===== src/design/qdsem_pkg.sv =====
package qdsem_pkg;

  localparam int SAMPLE_W = 18;
  localparam int PHASE_W  = 16;
  localparam int SLOW_SH  = 8;
  localparam int FAST_SH  = 4;
  localparam int CORD_N   = 16;
  localparam int XY_W     = 30;
  localparam int Z_W      = 33;
  localparam int MA_W     = 30;
  localparam int MB_W     = 21;
  localparam int P_W      = MA_W + MB_W;
  localparam int ROT_W    = 23;
  localparam int ERR_W    = 19;
  localparam int MEAN_W   = 18;

  localparam logic [MB_W-1:0]   GAIN_Q20    = 21'd636751;
  localparam logic [MEAN_W-1:0] WHITE_HALF  = 18'd21847;
  localparam logic [MEAN_W-1:0] DIST_MAX    = 18'd131072;

  // Configuration register indexes.
  localparam logic [1:0] REG_PHASE_RATE = 2'd0;
  localparam logic [1:0] REG_QUARTER    = 2'd1;
  localparam logic [1:0] REG_CONJ       = 2'd2;
  localparam logic [1:0] REG_SLACK      = 2'd3;

  typedef enum logic [3:0] {
    S_IDLE, S_ROT, S_GX, S_GY, S_SLICE, S_SQR, S_SQI, S_UPD, S_FIN
  } st_t;

  typedef struct packed {
    logic       load;
    logic       rot;
    logic       gx;
    logic       gy;
    logic       slc;
    logic       sqr;
    logic       sqi;
    logic       upd;
    logic       oload;
    logic [3:0] step;
  } cmd_t;

  // Arctangent of 2^-i in units of 2^-32 turn.
  function automatic logic [Z_W-1:0] atan_turn(input logic [3:0] i);
    logic [Z_W-1:0] a;
    case (i)
      4'd0:    a = 33'd536870912;
      4'd1:    a = 33'd316933406;
      4'd2:    a = 33'd167458907;
      4'd3:    a = 33'd85004756;
      4'd4:    a = 33'd42667331;
      4'd5:    a = 33'd21354465;
      4'd6:    a = 33'd10679838;
      4'd7:    a = 33'd5340245;
      4'd8:    a = 33'd2670163;
      4'd9:    a = 33'd1335087;
      4'd10:   a = 33'd667544;
      4'd11:   a = 33'd333772;
      4'd12:   a = 33'd166886;
      4'd13:   a = 33'd83443;
      4'd14:   a = 33'd41722;
      default: a = 33'd20861;
    endcase
    return a;
  endfunction

endpackage


===== src/design/qdsem_ctrl.sv =====
module qdsem_ctrl (
  input  logic              clk,
  input  logic              rst_n,
  input  logic              in_fire,
  input  logic              in_action,
  input  logic              out_tready,
  output logic              in_tready,
  output logic              out_tvalid,
  output qdsem_pkg::cmd_t   cmd
);

  qdsem_pkg::st_t state_r, state_nxt;
  logic [3:0]     step_r, step_nxt;
  logic           ovld_r, ovld_nxt;

  always_comb begin
    state_nxt = state_r;
    step_nxt  = step_r;
    case (state_r)
      qdsem_pkg::S_IDLE: begin
        step_nxt = 4'd0;
        if (in_fire) begin
          state_nxt = in_action ? qdsem_pkg::S_FIN : qdsem_pkg::S_ROT;
        end
      end
      qdsem_pkg::S_ROT: begin
        step_nxt = step_r + 4'd1;
        if (step_r == 4'(qdsem_pkg::CORD_N - 1)) begin
          state_nxt = qdsem_pkg::S_GX;
        end
      end
      qdsem_pkg::S_GX:    state_nxt = qdsem_pkg::S_GY;
      qdsem_pkg::S_GY:    state_nxt = qdsem_pkg::S_SLICE;
      qdsem_pkg::S_SLICE: state_nxt = qdsem_pkg::S_SQR;
      qdsem_pkg::S_SQR:   state_nxt = qdsem_pkg::S_SQI;
      qdsem_pkg::S_SQI:   state_nxt = qdsem_pkg::S_UPD;
      qdsem_pkg::S_UPD:   state_nxt = qdsem_pkg::S_FIN;
      qdsem_pkg::S_FIN: begin
        if (!ovld_r || out_tready) begin
          state_nxt = qdsem_pkg::S_IDLE;
        end
      end
      default: state_nxt = qdsem_pkg::S_IDLE;
    endcase
  end

  always_comb begin
    cmd       = '0;
    cmd.step  = step_r;
    cmd.load  = (state_r == qdsem_pkg::S_IDLE) && in_fire;
    cmd.rot   = (state_r == qdsem_pkg::S_ROT);
    cmd.gx    = (state_r == qdsem_pkg::S_GX);
    cmd.gy    = (state_r == qdsem_pkg::S_GY);
    cmd.slc   = (state_r == qdsem_pkg::S_SLICE);
    cmd.sqr   = (state_r == qdsem_pkg::S_SQR);
    cmd.sqi   = (state_r == qdsem_pkg::S_SQI);
    cmd.upd   = (state_r == qdsem_pkg::S_UPD);
    cmd.oload = (state_r == qdsem_pkg::S_FIN) && (!ovld_r || out_tready);
    in_tready = (state_r == qdsem_pkg::S_IDLE);
    out_tvalid = ovld_r;
    ovld_nxt  = cmd.oload ? 1'b1 : (out_tready ? 1'b0 : ovld_r);
  end

  always_ff @(posedge clk) begin
    if (!rst_n) begin
      state_r <= qdsem_pkg::S_IDLE;
      step_r  <= 4'd0;
      ovld_r  <= 1'b0;
    end else begin
      state_r <= state_nxt;
      step_r  <= step_nxt;
      ovld_r  <= ovld_nxt;
    end
  end

  a_rot_exit: assert property (@(posedge clk) disable iff (!rst_n)
    (state_r == qdsem_pkg::S_ROT && step_r == 4'(qdsem_pkg::CORD_N - 1))
      |=> state_r == qdsem_pkg::S_GX)
    else $error("rotation did not end after the last step");
  a_no_overwrite: assert property (@(posedge clk) disable iff (!rst_n)
    cmd.oload |-> (!ovld_r || out_tready))
    else $error("output register loaded while holding an untaken word");
  a_fin_load: assert property (@(posedge clk) disable iff (!rst_n)
    (state_r == qdsem_pkg::S_FIN && state_nxt == qdsem_pkg::S_IDLE) |=> ovld_r)
    else $error("finished item produced no output word");

endmodule


===== src/design/qdsem_dp.sv =====
module qdsem_dp (
  input  logic                                clk,
  input  logic                                rst_n,
  input  qdsem_pkg::cmd_t                     cmd,
  input  logic                                in_action,
  input  logic signed [qdsem_pkg::SAMPLE_W-1:0] in_re,
  input  logic signed [qdsem_pkg::SAMPLE_W-1:0] in_im,
  input  logic                                cfg_we,
  input  logic [1:0]                          cfg_addr,
  input  logic [15:0]                         cfg_wdata,
  output logic [71:0]                         out_word,
  output logic                                out_health
);

  localparam int SW = qdsem_pkg::SAMPLE_W;
  localparam int XW = qdsem_pkg::XY_W;
  localparam int ZW = qdsem_pkg::Z_W;
  localparam int MW = qdsem_pkg::MEAN_W;
  localparam int EW = qdsem_pkg::ERR_W;
  localparam int RW = qdsem_pkg::ROT_W;
  localparam int PW = qdsem_pkg::P_W;

  // Configuration registers.
  logic [15:0] rate_r;
  logic [1:0]  qt_r;
  logic        conj_r;
  logic [11:0] slack_r;

  always_ff @(posedge clk) begin
    if (!rst_n) begin
      rate_r  <= '0;
      qt_r    <= '0;
      conj_r  <= 1'b0;
      slack_r <= 12'd512;
    end else if (cfg_we) begin
      case (cfg_addr)
        qdsem_pkg::REG_PHASE_RATE: rate_r  <= cfg_wdata;
        qdsem_pkg::REG_QUARTER:    qt_r    <= cfg_wdata[1:0];
        qdsem_pkg::REG_CONJ:       conj_r  <= cfg_wdata[0];
        qdsem_pkg::REG_SLACK:      slack_r <= cfg_wdata[11:0];
        default: ;
      endcase
    end
  end

  // Loop state.
  logic [15:0]          acc_r;
  logic [MW-1:0]        slow_r, fast_r, base_r;
  logic signed [XW-1:0] x_r, y_r;
  logic signed [ZW-1:0] z_r;
  logic signed [PW-1:0] prod_r;
  logic signed [RW-1:0] dr_r;
  logic signed [EW-1:0] er_r, ei_r;
  logic signed [7:0]    decr_r, deci_r;
  logic [PW-1:0]        sq_r;
  logic [MW-1:0]        dist_r;
  logic [71:0]          ow_r;
  logic                 oh_r;

  // Phase split into a quadrant and a residual for the CORDIC.
  logic [15:0]          ph;
  logic [1:0]           quad;
  logic [15:0]          rem16;
  logic signed [XW-1:0] xs, ys, x0, y0;
  logic signed [ZW-1:0] z0;

  always_comb begin
    ph    = acc_r + rate_r;
    quad  = 2'((ph + 16'h2000) >> 14);
    rem16 = ph - {quad, 14'd0};
    z0    = -ZW'(signed'({rem16, 16'd0}));
    xs    = XW'(in_re) <<< 8;
    ys    = XW'(in_im) <<< 8;
    case (quad)
      2'd1:    begin x0 = ys;  y0 = -xs; end
      2'd2:    begin x0 = -xs; y0 = -ys; end
      2'd3:    begin x0 = -ys; y0 = xs;  end
      default: begin x0 = xs;  y0 = ys;  end
    endcase
  end

  // Shared multiplier operands.
  logic signed [qdsem_pkg::MA_W-1:0] ma;
  logic signed [qdsem_pkg::MB_W-1:0] mb;
  logic signed [RW-1:0]              rnd;

  always_comb begin
    ma = x_r;
    mb = signed'(qdsem_pkg::GAIN_Q20);
    if (cmd.gy) begin
      ma = y_r;
    end else if (cmd.sqr) begin
      ma = XW'(er_r);
      mb = qdsem_pkg::MB_W'(er_r);
    end else if (cmd.sqi) begin
      ma = XW'(ei_r);
      mb = qdsem_pkg::MB_W'(ei_r);
    end
    rnd = RW'((prod_r + (PW'(1) <<< 27)) >>> 28);
  end

  // Conjugate, quarter turns, saturation and slicing.
  logic signed [RW:0]   pr, pi, tr, ti;
  logic signed [SW-1:0] vr, vi;
  logic signed [7:0]    sdr, sdi;
  logic signed [EW-1:0] ser, sei;

  function automatic logic signed [SW-1:0] sat_s(input logic signed [RW:0] v);
    logic signed [RW:0] hi, lo;
    hi = (RW+1)'((1 <<< (SW - 1)) - 1);
    lo = -(RW+1)'(1 <<< (SW - 1));
    if (v > hi)      return SW'(hi);
    else if (v < lo) return SW'(lo);
    else             return SW'(v);
  endfunction

  function automatic logic signed [7:0] slice_d(input logic signed [SW-1:0] v);
    logic signed [SW-1:0] d;
    d = ((v >>> 11) <<< 1) + SW'(1);
    if (d > SW'(127))       return 8'sd127;
    else if (d < -SW'(127)) return -8'sd127;
    else                    return 8'(d);
  endfunction

  always_comb begin
    pr = (RW+1)'(dr_r);
    pi = conj_r ? -(RW+1)'(rnd) : (RW+1)'(rnd);
    case (qt_r)
      2'd1:    begin tr = -pi; ti = pr;  end
      2'd2:    begin tr = -pr; ti = -pi; end
      2'd3:    begin tr = pi;  ti = -pr; end
      default: begin tr = pr;  ti = pi;  end
    endcase
    vr  = sat_s(tr);
    vi  = sat_s(ti);
    sdr = slice_d(vr);
    sdi = slice_d(vi);
    ser = EW'(vr) - (EW'(sdr) <<< 10);
    sei = EW'(vi) - (EW'(sdi) <<< 10);
  end

  // Squared distance and mean updates.
  logic [PW-1:0]        sqs;
  logic [MW-1:0]        dist_v;
  logic signed [MW:0]   dsl, dfa;
  logic [MW-1:0]        slow_n, fast_n;

  always_comb begin
    sqs    = (sq_r + prod_r + PW'(8)) >> 4;
    dist_v = (sqs > PW'(qdsem_pkg::DIST_MAX)) ? qdsem_pkg::DIST_MAX : MW'(sqs);
    dsl    = signed'({1'b0, dist_v}) - signed'({1'b0, slow_r});
    dfa    = signed'({1'b0, dist_v}) - signed'({1'b0, fast_r});
    slow_n = MW'(signed'({1'b0, slow_r}) + (dsl >>> qdsem_pkg::SLOW_SH));
    fast_n = MW'(signed'({1'b0, fast_r}) + (dfa >>> qdsem_pkg::FAST_SH));
  end

  // Health test on the registered means.
  logic [29:0] lhs, rhs;
  logic        hl;

  always_comb begin
    lhs = {4'd0, fast_r, 8'd0};
    rhs = 30'(base_r) * 30'(slack_r);
    hl  = !(fast_r >= qdsem_pkg::WHITE_HALF) &&
          !((base_r != '0) && (lhs > rhs));
  end

  always_ff @(posedge clk) begin
    if (!rst_n) begin
      acc_r  <= '0;
      slow_r <= '0;
      fast_r <= '0;
      base_r <= '0;
    end else begin
      if (cmd.load) begin
        if (in_action) base_r <= slow_r;
        else           acc_r  <= ph;
      end
      if (cmd.upd) begin
        slow_r <= slow_n;
        fast_r <= fast_n;
      end
    end
  end

  always_ff @(posedge clk) begin
    if (cmd.load) begin
      x_r    <= x0;
      y_r    <= y0;
      z_r    <= z0;
      decr_r <= '0;
      deci_r <= '0;
      dist_r <= '0;
    end
    if (cmd.rot) begin
      if (!z_r[ZW-1]) begin
        x_r <= x_r - (y_r >>> cmd.step);
        y_r <= y_r + (x_r >>> cmd.step);
        z_r <= z_r - signed'(qdsem_pkg::atan_turn(cmd.step));
      end else begin
        x_r <= x_r + (y_r >>> cmd.step);
        y_r <= y_r - (x_r >>> cmd.step);
        z_r <= z_r + signed'(qdsem_pkg::atan_turn(cmd.step));
      end
    end
    if (cmd.gx || cmd.gy || cmd.sqr || cmd.sqi) begin
      prod_r <= PW'(ma) * PW'(mb);
    end
    if (cmd.gy) dr_r <= rnd;
    if (cmd.slc) begin
      decr_r <= sdr;
      deci_r <= sdi;
      er_r   <= ser;
      ei_r   <= sei;
    end
    if (cmd.sqi) sq_r <= prod_r;
    if (cmd.upd) dist_r <= dist_v;
    if (cmd.oload) begin
      ow_r <= {2'd0, fast_r, slow_r, dist_r, deci_r, decr_r};
      oh_r <= hl;
    end
  end

  assign out_word   = ow_r;
  assign out_health = oh_r;

  a_acc_hold: assert property (@(posedge clk) disable iff (!rst_n)
    (cmd.load && in_action) |=> $stable(acc_r))
    else $error("baseline word moved the phase accumulator");
  a_mean_range: assert property (@(posedge clk) disable iff (!rst_n)
    (slow_r <= qdsem_pkg::DIST_MAX) && (fast_r <= qdsem_pkg::DIST_MAX))
    else $error("error mean left its range");
  a_dist_range: assert property (@(posedge clk) disable iff (!rst_n)
    cmd.upd |=> dist_r <= qdsem_pkg::DIST_MAX)
    else $error("distance not saturated");

endmodule


===== src/design/qam_derotate_slice_error_monitor.sv =====
// Channel | Direction | tdata (low bit first)                         | tuser
// in_     | slave     | sym_re[17:0], sym_im[35:18], zero pad to 40   | action
// out_    | master    | dec_re, dec_im, dist_res, err_slow_out,       | healthy
//         |           | err_fast_out, zero pad to 72                  |
// cfg_    | write     | cfg_addr selects register, cfg_wdata value    | -
//
// A symbol word passes through the iterative CORDIC rotator; then the single
// shared multiplier runs the two gain corrections and, after one slice step,
// the two error squares, followed by one mean update and the output load.
// The next word can be taken in the cycle after the output load.
// A baseline word skips the rotator and goes straight to the output load.
// Reset (rst_n low, synchronous) clears the phase, the error means and
// the baseline, and sets the slack register to 2.0.
// A finished result waits in the output register; the next word is taken
// while it waits, and only the final load stalls on out_tready.
module qam_derotate_slice_error_monitor (
  input  logic        clk,
  input  logic        rst_n,
  input  logic        in_tvalid,
  output logic        in_tready,
  input  logic [39:0] in_tdata,   // sym_re[17:0], sym_im[35:18]
  input  logic        in_tuser,   // action
  output logic        out_tvalid,
  input  logic        out_tready,
  output logic [71:0] out_tdata,  // dec_re, dec_im, dist_res, err_slow_out, err_fast_out
  output logic        out_tuser,  // healthy
  input  logic        cfg_we,
  input  logic [1:0]  cfg_addr,
  input  logic [15:0] cfg_wdata
);

  qdsem_pkg::cmd_t cmd;
  logic            in_fire;

  // A word is taken when the controller sits idle and the source offers one.
  assign in_fire = in_tvalid && in_tready;

  qdsem_ctrl u_ctrl (
    .clk        (clk),
    .rst_n      (rst_n),
    .in_fire    (in_fire),
    .in_action  (in_tuser),
    .out_tready (out_tready),
    .in_tready  (in_tready),
    .out_tvalid (out_tvalid),
    .cmd        (cmd)
  );

  // The datapath holds the rotator, the shared multiplier, the slicer,
  // the error means and the output register.
  qdsem_dp u_dp (
    .clk        (clk),
    .rst_n      (rst_n),
    .cmd        (cmd),
    .in_action  (in_tuser),
    .in_re      (in_tdata[17:0]),
    .in_im      (in_tdata[35:18]),
    .cfg_we     (cfg_we),
    .cfg_addr   (cfg_addr),
    .cfg_wdata  (cfg_wdata),
    .out_word   (out_tdata),
    .out_health (out_tuser)
  );

endmodule

===== config.mk =====
export PLATFORM = sky130hd
export DESIGN_NAME = qam_derotate_slice_error_monitor
export DESIGN_NICKNAME = d
export VERILOG_FILES = /design/src/design/qdsem_pkg.sv /design/src/design/qdsem_ctrl.sv /design/src/design/qdsem_dp.sv /design/src/design/qam_derotate_slice_error_monitor.sv
export SDC_FILE = /design/constraint.sdc
export NUM_CORES = 2
export LEC_CHECK = 0
export ABC_AREA = 1
export BUFFER_PORTS_ARGS = -buffer_cell sky130_fd_sc_hd__buf_2
export CELL_PAD_IN_SITES_DETAIL_PLACEMENT = 0
export CELL_PAD_IN_SITES_GLOBAL_PLACEMENT = 1
export CORE_MARGIN = 2
export CORE_UTILIZATION = 45
export DETAILED_ROUTE_END_ITERATION = 16
export HOLD_SLACK_MARGIN = 0.12
export PLACE_DENSITY = 0.76
export SYNTH_ARGS = -nofsm -noshare
export SYNTH_HDL_FRONTEND = slang
export SYNTH_HIERARCHICAL = 1
export SYNTH_SLANG_ARGS = --single-unit

===== constraint.sdc =====
create_clock -name clk -period 31 [get_ports clk]
set_clock_uncertainty 0.15 [all_clocks]
set_input_delay 6.2 -clock clk [delete_from_list [all_inputs] [get_ports clk]]
set_output_delay 6.2 -clock clk [all_outputs]
set_load 0.005 [all_outputs]

==> run summary <==
Total Routing Usage GR -> 0.278
vias in the first global route -> 57965
Hold Violations, Final -> 0
number of CTS-inserted buffers -> 61
M1 GR Usage -> 0.379
worst hold path class -> reg -> reg
Seq/Total Area, Yosys -> 0.191
DR iter-0 viols -> 4317
Root Buffer -> clkbuf_16
synth warn -> 6
global-route wire length before repair -> 331000 um
crit path launch type -> register
Max-Cap Viols -> 0
Starting Density -> 0.453
Clock Sink Count -> 469
Clock Tree Buf Depth -> 3
drt pass-1 iters -> 7
final worst-path cycle share -> 0.380
# setup viols final -> 0
wire per inst -> 19.2 um
diodes inserted -> 0
outcome -> complete, no violations
CTS HTree Levels -> 2
Synth cell types -> 72
number of I/O port buffers -> 132
M2 GR Usage -> 0.458
fmax -> 84.9 MHz
CP Capture Type -> register
commonest non-fill, non-tap cell in the layout -> nand2_1
Synth async-reset ratio -> 0
final WL -> 212000 um
Clk pin slew, worst setup/hold paths -> 0.06 ns
post-CTS sizing -> 0
unrepaired setup endpoints after global routing -> no
Slew HR -> 0.212
grt peak-use layer -> met2
Worst Path Required -> 31.28 ns
core region area -> 150000 um^2
Finished Layout Cells -> 11066
#FFs+latches synth -> 469
Final min period -> 11.78 ns
share of layout cells above drive strength 1 -> 0.0523
worst-margin pin slew -> 1.17 ns
Remaining DRCs -> 0
TritonCTS clock tree -> done
largest net degree at the start of global routing -> 105
CP Data Arrival Time -> 12.06 ns
Top Ports -> 139
post-cts hold buffer count -> 0
Slew Limit Fails -> 0
Syn Area/Cell -> 7.55 um^2
cell mode on critical path -> inv_1
nets@finish -> 10364
Fill cells -> 14972
Post-Route Setup TNS -> 0 ns
area taken by multi-input logic gates -> 47200 um^2
clk_lat worst skew -> 0.71 ns
CP Max Fanout -> 20
hold slack -> 0.267 ns
initial antenna violation count -> 4
routed vias -> 58439
Syn Inst Count -> 8976
routability cong. -> 0.948
Syn Std Cell Area -> 67800 um^2
max incr delay on CP -> 0.76 ns
Site Rows -> 142
die area -> 154000 um^2
top_reg_cell synth -> edfxtp_1
global route total overflow -> 0
hpwl dp -> 172000 um
Placed Cells -> 10952
Die Y -> 392 um
FF/Latch Area -> 13000 um^2
post-CTS setup buffer count -> 0
most frequent cells in the layout -> 2141 x nand2_1, 1738 x inv_1, 796 x fa_1
Crit Path Class -> reg -> reg
crit path max-delay cell type -> a31oi_1
M3 GR Usage -> 0.0327
P&R area growth vs syn -> 7.34%
drt via density -> 5.28
Die X -> 392 um
Post-synth EDFFs -> 359
Antenna Violating Nets Remaining -> 0
[state kept, by name, indices dropped and copies added (netlist names), 23 cells and up]
name,count
u_dp/dr_r,23
u_dp/x_r,30
u_dp/sq_r,51
u_dp/out_word,69
u_dp/prod_r,51
u_dp/y_r,30
u_dp/z_r,33
[worst paths after layout]
| kind | cells past startpoint | slack, ns | start | to |
|---|---|---|---|---|
| setup / recovery | 42 | 19.22 | u_ctrl/state_r[1] | u_dp/prod_r[49] |
| hold / removal | 0 | 0.27 | u_dp/decr_r[5] | u_dp/out_word[5] |
| setup reg to reg | 42 | 19.22 | u_ctrl/state_r[1] | u_dp/prod_r[49] |
| hold reg to reg | 0 | 0.27 | u_dp/decr_r[5] | u_dp/out_word[5] |
[area by class of cell]
class / instances / share of cell area
Timing Repair Buffer: 217 / 0.0178
Tap cell: 2016 / 0.0347
Clock buffer: 80 / 0.0234
Inverter: 1778 / 0.0917
Sequential cell: 469 / 0.178
Clock inverter: 34 / 0.00586
Multi-Input combinational cell: 6472 / 0.648
[kinds of logic (layout without fill, tap and decap cells)]
family | count (synthesis) | count (layout) | share of synthesized area
AND/OR/NAND/NOR | 3431 | 3431 | 0.207
buffers and inverters | 2048 | 2109 | 0.115
AO/OA/AOI/OAI | 1384 | 1384 | 0.114
adder cells (fa/ha/maj) | 1301 | 1301 | 0.328
flip-flops | 469 | 469 | 0.191
XOR/XNOR | 316 | 316 | 0.0410
multiplexers | 25 | 25 | 0.00371
other | 2 | 15 | 0.000111
[metal layers]
metal / vias to the layer above / wire length, um
met4: 4 / 7840
met2: 1666 / 97600
met5: - / 28
li1: 28247 / -
met3: 324 / 12700
met1: 28198 / 93900
[through the flow]
step | cell area, um^2 | util | worst slack [ns]
floorplan | 67800 | - | 20.23
detailed placement | 70600 | 0.472 | 19.42
global placement | 70600 | 0.472 | 19.56
CTS | 72800 | 0.486 | 19.37
global route | 72800 | 0.486 | 18.48
finish | 72800 | 0.486 | 19.22
[cells in the mapped netlist, drive strengths merged (21+ instances only)]
cell type	instances	area (um^2)
nand2	2196	8400
a31oi	42	263
o211ai	28	210
nor3	71	360
buf	57	294
o21ai	549	2750
edfxtp	359	10800
xor2	205	1810
ha	505	6320
clkbuf	213	800
mux2i	24	240
inv	1759	6600
dfxtp	110	2200
o221ai	23	201
nand3	252	1310
fa	796	15900
o21a	41	308
xnor2	111	972
a21oi	525	2630
nor2	775	3050
nand4	75	482
o21bai	21	158
o22ai	36	225
[critical path, delay by kind of cell, from the launching register on]
| family | cells | cell delay [ns] |
|---|---|---|
| AO/OA/AOI/OAI | 12 | 3.64 |
| adder cells (fa/ha/maj) | 8 | 3.61 |
| buffers and inverters | 13 | 2.35 |
| flip-flops | 1 | 0.42 |
| AND/OR/NAND/NOR | 9 | 1.24 |
Power is left out: the tool's default activity adds up to more than one toggle a clock period on the data nets, which glitch-free logic cannot reach.
